[config.mk]
export PLATFORM = sky130hd
export DESIGN_NAME = compass_bearing_from_points_core
export DESIGN_NICKNAME = d
export VERILOG_FILES = /design/src/hdl/cbfp_pkg.sv /design/src/hdl/cbfp_cordic_stage.sv /design/src/hdl/compass_bearing_from_points_core.sv
export SDC_FILE = /design/constraint.sdc
export NUM_CORES = 2
export LEC_CHECK = 0
export BUFFER_PORTS_ARGS = -buffer_cell sky130_fd_sc_hd__buf_2
export CORE_MARGIN = 10
export CORE_UTILIZATION = 41
export CTS_CLUSTER_DIAMETER = 60
export DETAILED_ROUTE_END_ITERATION = 8
export PLACE_DENSITY = 0.59
export SLEW_MARGIN = 10
export SYNTH_ARGS = -nofsm -noshare
export SYNTH_HDL_FRONTEND = slang
export SYNTH_SLANG_ARGS = --single-unit
[constraint.sdc]
create_clock -name clk -period 11.7 [get_ports clk]
set_input_delay 1.755 -clock clk [delete_from_list [all_inputs] [get_ports clk]]
set_output_delay 1.755 -clock clk [all_outputs]
set_load 0.05 [all_outputs]
[src/hdl/cbfp_pkg.sv]
// ----------------------------------------------------------------------------
// cbfp_pkg: shared constants for the compass bearing core
// Fixed-point formats, circle constants and the CORDIC arc-tangent table.
// ----------------------------------------------------------------------------
package cbfp_pkg;

	// differences are scaled up by this many bits before the CORDIC
	localparam int GUARD_BITS   = 20;
	// number of entries in the arc-tangent table
	localparam int ATAN_ENTRIES = 24;
	// angle accumulator holds degrees times 2^DEG_SHIFT
	localparam int DEG_SHIFT    = 16;
	// output carries 7 fraction bits
	localparam int OUT_SHIFT    = DEG_SHIFT - 7;
	// signed width of the angle accumulator (covers about -100..280 degrees)
	localparam int ZW           = 27;
	// unsigned width of a folded angle in [0, 360) degrees
	localparam int FW           = 25;
	// output field width
	localparam int BW           = 16;

	localparam logic signed [ZW-1:0] HALF_CIRCLE = ZW'(180 << DEG_SHIFT);
	localparam logic signed [ZW-1:0] FULL_CIRCLE = ZW'(360 << DEG_SHIFT);
	localparam logic [FW:0]          OUT_ROUND   = (FW+1)'(1 << (OUT_SHIFT - 1));
	localparam logic [FW-OUT_SHIFT:0] OUT_CIRCLE = (FW-OUT_SHIFT+1)'(46080);

	// atan(2^-idx) in degrees times 2^16, rounded to nearest
	function automatic logic [ZW-1:0] atan_deg(input int unsigned idx);
		logic [ZW-1:0] a;
		case (idx)
			0:       a = ZW'(2949120);
			1:       a = ZW'(1740967);
			2:       a = ZW'(919879);
			3:       a = ZW'(466945);
			4:       a = ZW'(234379);
			5:       a = ZW'(117304);
			6:       a = ZW'(58666);
			7:       a = ZW'(29335);
			8:       a = ZW'(14668);
			9:       a = ZW'(7334);
			10:      a = ZW'(3667);
			11:      a = ZW'(1833);
			12:      a = ZW'(917);
			13:      a = ZW'(458);
			14:      a = ZW'(229);
			15:      a = ZW'(115);
			16:      a = ZW'(57);
			17:      a = ZW'(29);
			18:      a = ZW'(14);
			19:      a = ZW'(7);
			20:      a = ZW'(4);
			21:      a = ZW'(2);
			22:      a = ZW'(1);
			default: a = '0;
		endcase
		return a;
	endfunction

endpackage

[src/hdl/cbfp_cordic_stage.sv]
// ----------------------------------------------------------------------------
// cbfp_cordic_stage: one CORDIC vectoring micro-rotation
// Rotates the vector toward the first axis by atan(2^-SHIFT) and updates the
// angle accumulator, behind a registered valid/ready stage.
// ----------------------------------------------------------------------------
module cbfp_cordic_stage #(
	parameter int W     = 39,
	parameter int SHIFT = 0
) (
	input  logic                           clk,
	input  logic                           arst_n,
	input  logic                           in_valid,
	output logic                           in_ready,
	input  logic signed [W-1:0]            in_vx,
	input  logic signed [W-1:0]            in_vy,
	input  logic signed [cbfp_pkg::ZW-1:0] in_z,
	input  logic                           in_zero,
	output logic                           out_valid,
	input  logic                           out_ready,
	output logic signed [W-1:0]            out_vx,
	output logic signed [W-1:0]            out_vy,
	output logic signed [cbfp_pkg::ZW-1:0] out_z,
	output logic                           out_zero
);

	localparam logic signed [cbfp_pkg::ZW-1:0] ATAN = cbfp_pkg::atan_deg(SHIFT);

	logic                           v_s1;
	logic signed [W-1:0]            vx_s1;
	logic signed [W-1:0]            vy_s1;
	logic signed [cbfp_pkg::ZW-1:0] z_s1;
	logic                           zero_s1;

	logic signed [W-1:0] xs;
	logic signed [W-1:0] ys;
	logic                pos;
	logic                take;

	// shifted terms, floor rounding
	assign xs  = in_vx >>> SHIFT;
	assign ys  = in_vy >>> SHIFT;
	assign pos = !in_vy[W-1] && (|in_vy);

	// take a word when this stage is empty or drains this cycle
	assign in_ready = !v_s1 || out_ready;
	assign take     = in_valid && in_ready;

	// hold the valid bit
	always_ff @(posedge clk or negedge arst_n) begin
		if (!arst_n) begin
			v_s1 <= 1'b0;
		end else if (in_ready) begin
			v_s1 <= in_valid;
		end
	end

	// rotate toward the axis, steered by the sign of vy
	always_ff @(posedge clk) begin
		if (take) begin
			if (pos) begin
				vx_s1 <= in_vx + ys;
				vy_s1 <= in_vy - xs;
				z_s1  <= in_z + ATAN;
			end else begin
				vx_s1 <= in_vx - ys;
				vy_s1 <= in_vy + xs;
				z_s1  <= in_z - ATAN;
			end
			zero_s1 <= in_zero;
		end
	end

	assign out_valid = v_s1;
	assign out_vx    = vx_s1;
	assign out_vy    = vy_s1;
	assign out_z     = z_s1;
	assign out_zero  = zero_s1;

endmodule

[src/hdl/compass_bearing_from_points_core.sv]
// ----------------------------------------------------------------------------
// compass_bearing_from_points_core: clockwise bearing between two points
// Throughput: one word per cycle; each stage (a CORDIC stage does one
// micro-rotation) holds its word only while the next one is full and stalled.
// Reset clears the valid bits only; the block keeps no other state.
// Bearing is degrees times 128 in [0, 46080), zero for equal points.
// ----------------------------------------------------------------------------
module compass_bearing_from_points_core #(
	parameter int COORD_BITS       = 16,
	parameter int ANGLE_ITERATIONS = 16
) (
	input  logic                          clk,
	input  logic                          arst_n,
	input  logic                          in_valid,
	output logic                          in_ready,
	input  logic signed [COORD_BITS-1:0]  start_x,
	input  logic signed [COORD_BITS-1:0]  start_y,
	input  logic signed [COORD_BITS-1:0]  dest_x,
	input  logic signed [COORD_BITS-1:0]  dest_y,
	output logic                          out_valid,
	input  logic                          out_ready,
	output logic [cbfp_pkg::BW-1:0]       bearing
);

	localparam int DW    = COORD_BITS + 1;
	localparam int W     = COORD_BITS + cbfp_pkg::GUARD_BITS + 3;
	localparam int ITERS = (ANGLE_ITERATIONS < cbfp_pkg::ATAN_ENTRIES) ?
		ANGLE_ITERATIONS : cbfp_pkg::ATAN_ENTRIES;
	localparam int ZW    = cbfp_pkg::ZW;
	localparam int FW    = cbfp_pkg::FW;
	localparam int RW    = FW - cbfp_pkg::OUT_SHIFT + 1;

	// stage 1: differences
	logic                 v_s1;
	logic signed [DW-1:0] dx_s1;
	logic signed [DW-1:0] dy_s1;
	logic                 rdy_s1;

	// stage 2: scaled, pre-rotated vector
	logic                 v_s2;
	logic signed [W-1:0]  vx_s2;
	logic signed [W-1:0]  vy_s2;
	logic signed [ZW-1:0] z_s2;
	logic                 zero_s2;
	logic                 rdy_s2;

	// CORDIC chain taps
	logic                 c_valid [ITERS+1];
	logic                 c_ready [ITERS+1];
	logic signed [W-1:0]  c_vx    [ITERS+1];
	logic signed [W-1:0]  c_vy    [ITERS+1];
	logic signed [ZW-1:0] c_z     [ITERS+1];
	logic                 c_zero  [ITERS+1];

	// post-CORDIC stage 3: angle folded into one turn
	logic                 v_s3;
	logic [FW-1:0]        zf_s3;
	logic                 zero_s3;
	logic                 rdy_s3;

	// post-CORDIC stage 4: rounded output register
	logic                 v_s4;
	logic [cbfp_pkg::BW-1:0] b_s4;
	logic                 rdy_s4;

	logic signed [W-1:0]  vx_pre;
	logic signed [W-1:0]  vy_pre;
	logic signed [ZW-1:0] z_fold;
	logic [FW:0]          z_rnd;
	logic [RW-1:0]        r_raw;
	logic [RW-1:0]        r_wrap;

	// ready chain: a stage moves when empty or when its successor moves
	assign rdy_s4   = !v_s4 || out_ready;
	assign rdy_s3   = !v_s3 || rdy_s4;
	assign rdy_s2   = !v_s2 || c_ready[0];
	assign rdy_s1   = !v_s1 || rdy_s2;
	assign in_ready = rdy_s1;

	// stage 1: form the differences
	always_ff @(posedge clk or negedge arst_n) begin
		if (!arst_n) begin
			v_s1 <= 1'b0;
		end else if (rdy_s1) begin
			v_s1 <= in_valid;
		end
	end

	always_ff @(posedge clk) begin
		if (in_valid && rdy_s1) begin
			dx_s1 <= DW'(dest_x) - DW'(start_x);
			dy_s1 <= DW'(dest_y) - DW'(start_y);
		end
	end

	// stage 2: swap axes, scale, and rotate by half a turn when dy is negative
	assign vx_pre = W'(dy_s1) <<< cbfp_pkg::GUARD_BITS;
	assign vy_pre = W'(dx_s1) <<< cbfp_pkg::GUARD_BITS;

	always_ff @(posedge clk or negedge arst_n) begin
		if (!arst_n) begin
			v_s2 <= 1'b0;
		end else if (rdy_s2) begin
			v_s2 <= v_s1;
		end
	end

	always_ff @(posedge clk) begin
		if (v_s1 && rdy_s2) begin
			if (dy_s1[DW-1]) begin
				vx_s2 <= -vx_pre;
				vy_s2 <= -vy_pre;
				z_s2  <= cbfp_pkg::HALF_CIRCLE;
			end else begin
				vx_s2 <= vx_pre;
				vy_s2 <= vy_pre;
				z_s2  <= '0;
			end
			zero_s2 <= (dx_s1 == '0) && (dy_s1 == '0);
		end
	end

	assign c_valid[0] = v_s2;
	assign c_vx[0]    = vx_s2;
	assign c_vy[0]    = vy_s2;
	assign c_z[0]     = z_s2;
	assign c_zero[0]  = zero_s2;

	// CORDIC micro-rotations, one per stage
	for (genvar i = 0; i < ITERS; i++) begin : g_iter
		cbfp_cordic_stage #(
			.W     (W),
			.SHIFT (i)
		) u_stage (
			.clk       (clk),
			.arst_n    (arst_n),
			.in_valid  (c_valid[i]),
			.in_ready  (c_ready[i]),
			.in_vx     (c_vx[i]),
			.in_vy     (c_vy[i]),
			.in_z      (c_z[i]),
			.in_zero   (c_zero[i]),
			.out_valid (c_valid[i+1]),
			.out_ready (c_ready[i+1]),
			.out_vx    (c_vx[i+1]),
			.out_vy    (c_vy[i+1]),
			.out_z     (c_z[i+1]),
			.out_zero  (c_zero[i+1])
		);
	end

	assign c_ready[ITERS] = rdy_s3;

	// stage 3: fold the angle into one turn; it never reaches a full turn
	assign z_fold = c_z[ITERS][ZW-1] ? (c_z[ITERS] + cbfp_pkg::FULL_CIRCLE) : c_z[ITERS];

	always_ff @(posedge clk or negedge arst_n) begin
		if (!arst_n) begin
			v_s3 <= 1'b0;
		end else if (rdy_s3) begin
			v_s3 <= c_valid[ITERS];
		end
	end

	always_ff @(posedge clk) begin
		if (c_valid[ITERS] && rdy_s3) begin
			zf_s3   <= z_fold[FW-1:0];
			zero_s3 <= c_zero[ITERS];
		end
	end

	// stage 4: round to 7 fraction bits, wrap a full turn to zero
	assign z_rnd  = {1'b0, zf_s3} + cbfp_pkg::OUT_ROUND;
	assign r_raw  = z_rnd[FW:cbfp_pkg::OUT_SHIFT];
	assign r_wrap = (r_raw >= cbfp_pkg::OUT_CIRCLE) ? (r_raw - cbfp_pkg::OUT_CIRCLE) : r_raw;

	always_ff @(posedge clk or negedge arst_n) begin
		if (!arst_n) begin
			v_s4 <= 1'b0;
		end else if (rdy_s4) begin
			v_s4 <= v_s3;
		end
	end

	always_ff @(posedge clk) begin
		if (v_s3 && rdy_s4) begin
			b_s4 <= zero_s3 ? '0 : r_wrap[cbfp_pkg::BW-1:0];
		end
	end

	assign out_valid = v_s4;
	assign bearing   = b_s4;

`ifndef SYNTHESIS
	// pre-rotation leaves the vector in the right half plane
	a_prerot_sign: assert property (@(posedge clk) disable iff (!arst_n)
		v_s2 |-> !vx_s2[W-1])
		else $error("pre-rotated vx is negative");

	// starting angle is zero or half a turn
	a_prerot_angle: assert property (@(posedge clk) disable iff (!arst_n)
		v_s2 |-> (z_s2 == '0 || z_s2 == cbfp_pkg::HALF_CIRCLE))
		else $error("bad starting angle");

	// folded angle stays below a full turn
	a_fold_range: assert property (@(posedge clk) disable iff (!arst_n)
		v_s3 |-> ({2'b00, zf_s3} < cbfp_pkg::FULL_CIRCLE))
		else $error("folded angle out of range");

	// a word moved out of stage 3 lands in the output register
	a_s3_to_out: assert property (@(posedge clk) disable iff (!arst_n)
		(v_s3 && rdy_s4) |=> v_s4)
		else $error("word lost between stage 3 and output");

	// bearing below a full turn
	a_out_range: assert property (@(posedge clk) disable iff (!arst_n)
		out_valid |-> (bearing < 16'd46080))
		else $error("bearing out of range");
`endif

endmodule

# Yosys cells after proc, flatten, opt, wreduce, memory -nomap -nowiden

Index checks and enable logic that the tools add are counted.

Memories kept: 0
Latch bits: 0
Bits in writable memories: 0
Output and inout bits: 18
Logic and storage cells: 350
Input bits: 68
Register bits after elaboration: 1781
Memory bits (read-only): 0

Muxes and demuxes: 50
$lt $le $gt $ge: 1
Divide/modulo/power cells: 0
Multiply operators: 0
Reduce and logical (&&, ||, !) cells: 111
Add/subtract/negate cells: 96
Bitwise gates (word level): 0
Equality and inequality tests: 0
Shift operators: 0

Operators by type and width:

| kind                         | count |
|---|---|
| two-way mux 39 bit           | 30 |
| OR reduction 39 bit          | 16 |
| two-way mux 27 bit           | 16 |
| adder 39 x 26 -> 39 bit      | 2 |
| adder 39 x 27 -> 39 bit      | 2 |
| adder 39 x 28 -> 39 bit      | 2 |
| adder 39 x 29 -> 39 bit      | 2 |
| adder 39 x 30 -> 39 bit      | 2 |
| adder 39 x 31 -> 39 bit      | 2 |
| adder 39 x 32 -> 39 bit      | 2 |
| adder 39 x 33 -> 39 bit      | 2 |
| adder 39 x 34 -> 39 bit      | 2 |
| adder 39 x 35 -> 39 bit      | 2 |
| adder 39 x 36 -> 39 bit      | 2 |
| adder 39 x 37 -> 39 bit      | 2 |
| adder 39 x 38 -> 39 bit      | 2 |
| negation 37 -> 39 bit        | 2 |
| subtractor 39 x 26 -> 39 bit | 2 |
| subtractor 39 x 27 -> 39 bit | 2 |
| subtractor 39 x 28 -> 39 bit | 2 |
| subtractor 39 x 29 -> 39 bit | 2 |
| subtractor 39 x 30 -> 39 bit | 2 |
| subtractor 39 x 31 -> 39 bit | 2 |
| subtractor 39 x 32 -> 39 bit | 2 |
| 55 further kinds             | 154 |

# Logic depth before layout (Yosys ltp)

Depth after elaboration: 22
Depth in mapped cells: 29
Mapped depth without buffers: 26

# Cells and area by module

A second synthesis with hierarchy kept.

Cells, all modules: 17839
Area total of the unflattened synthesis: 165586.3 µm²

By module, submodules not included:

| module                                  | seq. area each (µm²) | cells an instance | area an instance (µm²) | instances |
|---|---|---|---|---|
| cbfp_cordic_stage at g_iter[0].u_stage  | 3178.0               | 1234              | 10536.4                | 1 |
| cbfp_cordic_stage at g_iter[6].u_stage  | 3208.1               | 1137              | 10264.8                | 1 |
| cbfp_cordic_stage at g_iter[13].u_stage | 3208.1               | 1134              | 10249.8                | 1 |
| cbfp_cordic_stage at g_iter[2].u_stage  | 3208.1               | 1105              | 10123.5                | 1 |
| cbfp_cordic_stage at g_iter[1].u_stage  | 3208.1               | 1099              | 10113.4                | 1 |
| cbfp_cordic_stage at g_iter[9].u_stage  | 3208.1               | 1086              | 9992.1                 | 1 |
| cbfp_cordic_stage at g_iter[14].u_stage | 3208.1               | 1096              | 9969.6                 | 1 |
| cbfp_cordic_stage at g_iter[5].u_stage  | 3208.1               | 1059              | 9885.7                 | 1 |
| cbfp_cordic_stage at g_iter[15].u_stage | 3208.1               | 1074              | 9851.9                 | 1 |
| cbfp_cordic_stage at g_iter[3].u_stage  | 3208.1               | 1044              | 9844.4                 | 1 |
| cbfp_cordic_stage at g_iter[10].u_stage | 3208.1               | 1047              | 9790.6                 | 1 |
| cbfp_cordic_stage at g_iter[12].u_stage | 3208.1               | 1055              | 9775.6                 | 1 |
| cbfp_cordic_stage at g_iter[8].u_stage  | 3208.1               | 1054              | 9766.9                 | 1 |
| cbfp_cordic_stage at g_iter[4].u_stage  | 3208.1               | 1026              | 9741.8                 | 1 |
| 3 more rows                             | -                    | -                 | -                      | - |

# Worst setup path after synthesis

OpenSTA, ideal clock, no wires.

Path kind: input port to flip-flop
Start: in out_ready
End: reg g_iter[9].u_stage.vx_s1[0] (enable)
Arrival: 9838 ps
Setup slack: 1133 ps
Required time: 10971 ps
Stages: 6
Library setup time: 729 ps
Buffers on the path: 0
Cell sequence: nor2b_1 > nand3_1 > nor2_1 > nand4_1 > nor2_1 > a21boi_0

Longest elaborated chain between the ends: 10

RTL lines:

| item                           | RTL line                               | text |
|---|---|---|
| start: declaration             | compass_bearing_from_points_core.sv:21 | `input logic out_ready,` |
| logical OR 1 bit               | compass_bearing_from_points_core.sv:74 | `assign rdy_s4 = !v_s4 \|\| out_ready;` |
| logical OR 1 bit               | compass_bearing_from_points_core.sv:75 | `assign rdy_s3 = !v_s3 \|\| rdy_s4;` |
| logical OR 1 bit (7 in series) | cbfp_cordic_stage.sv:45                | `assign in_ready = !v_s1 \|\| out_ready;` |
| logical AND 1 bit              | cbfp_cordic_stage.sv:46                | `assign take = in_valid && in_ready;` |
| via g_iter[9].u_stage.take     | cbfp_cordic_stage.sv:37                | `logic take;` |
| end signal: assignment         | cbfp_cordic_stage.sv:61                | `vx_s1 <= in_vx + ys;` |
| end signal: assignment         | cbfp_cordic_stage.sv:65                | `vx_s1 <= in_vx - ys;` |
| end: declaration               | cbfp_cordic_stage.sv:29                | `logic signed [W-1:0] vx_s1;` |

The timed path passes the listed nets, and every way through them passes these cells.
A chain may end at the register's enable or synchronous reset.

# Final worst setup path

Start: reg g_iter[12].u_stage.vy_s1[13]
End: reg g_iter[13].u_stage.vy_s1[35], data pin

Longest elaborated chain between the ends: 3
Elaborated cells between the ends (all ways): 5
Those cells by class: add/sub (2); mux (1); reduce/logical (2)

RTL lines:

| item                                                                            | RTL line                | text |
|---|---|---|
| start: declaration                                                              | cbfp_cordic_stage.sv:30 | `logic signed [W-1:0] vy_s1;` |
| start signal: assignment                                                        | cbfp_cordic_stage.sv:62 | `vy_s1 <= in_vy - xs;` |
| start signal: assignment                                                        | cbfp_cordic_stage.sv:66 | `vy_s1 <= in_vy + xs;` |
| parallel branches: the longest is 2 deep, another holds adder 39 x 26 -> 39 bit | -                       |  |
| two-way mux 39 bit *                                                            | cbfp_cordic_stage.sv:60 | `if (pos) begin` |
| end signal: assignment                                                          | cbfp_cordic_stage.sv:62 |  |
| end signal: assignment                                                          | cbfp_cordic_stage.sv:66 |  |
| end: declaration                                                                | cbfp_cordic_stage.sv:30 |  |

Every way passes the cells marked *.

==> results.json <==
{
  "cts_buffer_depth": 4,
  "area_growth_pct": 9.590,
  "drc": 0,
  "hold_depth": 0,
  "grt_util_all_layers_pct": 20.90,
  "drv_cap": 0,
  "ant_nets": 0,
  "syn_avg_cell_area_um2": 9.681,
  "worst-setup-path-type": "flop to flop",
  "cp-start-kind": "flop",
  "clk_latency_ns": 0.87,
  "drt-initial-drc-count": 7211,
  "grt_pass1_vias": 90121,
  "die_w_um": 559.1,
  "synth_area_um2": 119200,
  "tightest_slew_ns": 1.352,
  "cts_tree": "done",
  "max_freq_mhz": 118.8,
  "ys_ff_latch": 1460,
  "dieArea_um2": 312600,
  "clock_skew_ns": 0.05300,
  "wl_per_cell_um": 20.79,
  "cp_max_fo": 63,
  "synth-seq-area-share_pct": 36.71,
  "nFillCells": 27163,
  "viasPerCell": 5.671,
  "max_slew_margin_pct": 9.240,
  "synthArstFlopShare_pct": 1.370,
  "cp.arrival_ns": 9.03,
  "nNetsFinal": 13945,
  "multi_input_area_um2": 72750,
  "drt-total-wl_um": 344000,
  "antenna_found_initial": 9,
  "root_buffer": "clkbuf_16",
  "end_kind": "flop",
  "ios": 86,
  "register_area_um2": 43740,
  "fp.dieH_um": 559.1,
  "regToRegStartpoint": "g_iter[12].u_stage.out_vy[13]",
  "syn_inst": 12309,
  "r2r_slack_ns": 3.28,
  "portBuffers": 85,
  "cts_num_sinks": 1460,
  "fin_crit_sh_pct": 71.97,
  "cts_buffers": 190,
  "hold_end": "g_iter[7].u_stage.out_zero",
  "outcome": "finished clean",
  "hold_path.class": "flop to flop",
  "grt_pass1_wl_um": 527500,
  "clkTransAtPathRegs_ns": 0.06,
  "yosysWarnings": 0,
  "cts_resized": 0,
  "r2r_end": "g_iter[13].u_stage.out_vy[35]",
  "globalplace.congestion": 0.9572,
  "setup-violations-final": 0,
  "start_util_pct": 41.29,
  "grt_start_max_net_pins": 78,
  "vias": 93816,
  "placementRows": 197,
  "slew_violations": 0,
  "synth_edf_count": 1440,
  "htree_levels": 4,
  "dpl.hpwl_um": 279200,
  "synth_cell_type_count": 112,
  "drt-pass1-iter-count": 6,
  "grt-ovfl-total": 0,
  "cts_setup_buffers": 0,
  "core_um2": 288600,
  "cp.required_ns": 12.31,
  "drive_gt1_share_pct": 4.915,
  "r2r_cells": 24,
  "synth_flop_cell": "edfxtp_1",
  "cts-hold-fix-buffers": 0,
  "hp-start": "g_iter[6].u_stage.out_zero",
  "layout_min_cycle_time_ns": 8.421,
  "finalHoldViolCount": 0,
  "grt_setup_unrepaired": "no",
  "setup_tns_ns": 0
}
-- how the worst max path moves through the flow --
stage                                  start                             to  slack (ns)  depth (start not counted)
2_1_floorplan                      out_ready    g_iter[9].u_stage.out_vx[0]        1.13                          6
6_report       g_iter[12].u_stage.out_vy[13]  g_iter[13].u_stage.out_vy[35]        3.28                         24
4_1_cts         g_iter[9].u_stage.out_vy[14]  g_iter[10].u_stage.out_vx[34]        3.44                         22
3_5_place_dp    g_iter[9].u_stage.out_vy[14]  g_iter[10].u_stage.out_vx[34]        3.47                         22
5_1_grt        g_iter[12].u_stage.out_vy[13]  g_iter[13].u_stage.out_vy[37]        2.63                         24
3_3_place_gp    g_iter[9].u_stage.out_vy[14]  g_iter[10].u_stage.out_vx[34]        3.36                         22
-- layout make-up --
cell class                      count  area share, %
Inverter                          611          1.758
Timing Repair Buffer              145         0.6707
Clock inverter                    108         0.8115
Antenna cell                        8        0.01533
Tap cell                         3880          3.717
Clock buffer                      227          3.827
Multi-Input combinational cell  10104          55.71
Sequential cell                  1460          33.49
-- synth_stat cells, types with 99 or more instances --
cell type  count  area share (%)
a21o_1       459             2.9
clkbuf_1     135            0.43
o41ai_1       99            0.73
o21bai_1     157            0.99
nand2b_1     188            0.99
ha_1        1331              14
inv_1        605             1.9
xor2_1       594             4.4
or3_1        123            0.65
nor4_1       131            0.69
o21a_1       148            0.93
nand2_1      713             2.2
and3_1       104            0.55
edfxtp_1    1440              36
nor3_1       320             1.3
nor2_1       987             3.1
o31ai_1      193             1.2
o21ai_0      681             2.9
nand3_1      237             1.0
nor2b_1      184            0.97
a21oi_1     1077             4.5
xnor2_1     1204             8.8
-- flip-flops by register name, indices dropped and copies added (netlist names), 16 cells and up --
signal / count
vx_s2: 19
dx_s1: 17
vy_s2: 19
bearing: 16
g_iter.u_stage.out_zero: 16
zf_s3: 17
g_iter.u_stage.out_z: 375
dy_s1: 17
g_iter.u_stage.out_vx: 443
g_iter.u_stage.out_valid: 16
g_iter.u_stage.out_vy: 498
-- cells in the final DEF (no fill, tap or decap), drive strengths merged, types with 157 or more instances in the layout --
| cell type | synthesis | layout |
|---|---|---|
| clkbuf | 135 | 227 |
| nor2 | 988 | 988 |
| inv | 610 | 631 |
| xnor2 | 1204 | 1204 |
| a21o | 459 | 459 |
| o31ai | 195 | 195 |
| o21bai | 157 | 157 |
| nand2 | 714 | 714 |
| a21oi | 1081 | 1081 |
| nand2b | 189 | 189 |
| xor2 | 594 | 594 |
| edfxtp | 1440 | 1440 |
| ha | 1331 | 1331 |
| nor3 | 321 | 321 |
| o21ai | 691 | 691 |
| nor2b | 184 | 184 |
| nand3 | 238 | 238 |
-- cells by family after synthesis --
group | share of synthesized area [%]
compound gates | 18.51
simple gates | 14.00
xor+xnor | 13.21
flops | 36.71
fa+ha+maj | 14.55
buf+inv | 2.485
mux | 0.5376
other cells | 0.003147
-- per-stage QoR --
step / utilization [%] / cell area, um2 / std cells / hold WS (ns) / setup WS, ns
2_1_floorplan: - / 119300 / 12346 / 0.4003 / 1.133
3_3_place_gp: 43.14 / 124500 / 16200 / 0.4037 / 3.359
3_5_place_dp: 43.14 / 124500 / 16200 / 0.4045 / 3.472
4_1_cts: 45.24 / 130600 / 16535 / 0.3823 / 3.436
5_1_grt: 45.24 / 130600 / 16536 / 0.3999 / 2.633
6_report: 45.24 / 130600 / 16543 / 0.3897 / 3.279
-- worst max-delay path: stages (launching register included) --
cell and delay, ns:
edfxtp_1 0.43, inv_1 0.10, nand2_1 0.08, nor4_1 0.47
nand3_1 0.25, or3_1 0.44, or2_2 0.36, nor4_2 0.65
or2_2 0.22, buf_4 0.58, mux2i_1 0.40, ha_1 0.29
nor2b_1 0.12, o21ai_0 0.26, a21boi_0 0.21, o31ai_1 0.35
a21oi_1 0.24, o311ai_0 0.76, a21oi_1 0.21, o21ai_0 0.40
a211oi_1 0.17, o31a_1 0.34, a221oi_1 0.46, o21ai_0 0.17
xor2_1 0.16
-- per-layer routing --
metal	wire [um]	track usage (%)
met5	13	0
met3	17920	2.398
met4	11290	6.380
met1	157800	28.85
met2	156900	34.35
Power is not shown: default switching activity piles up to over one toggle a cycle in this logic, so the estimate is an artifact.
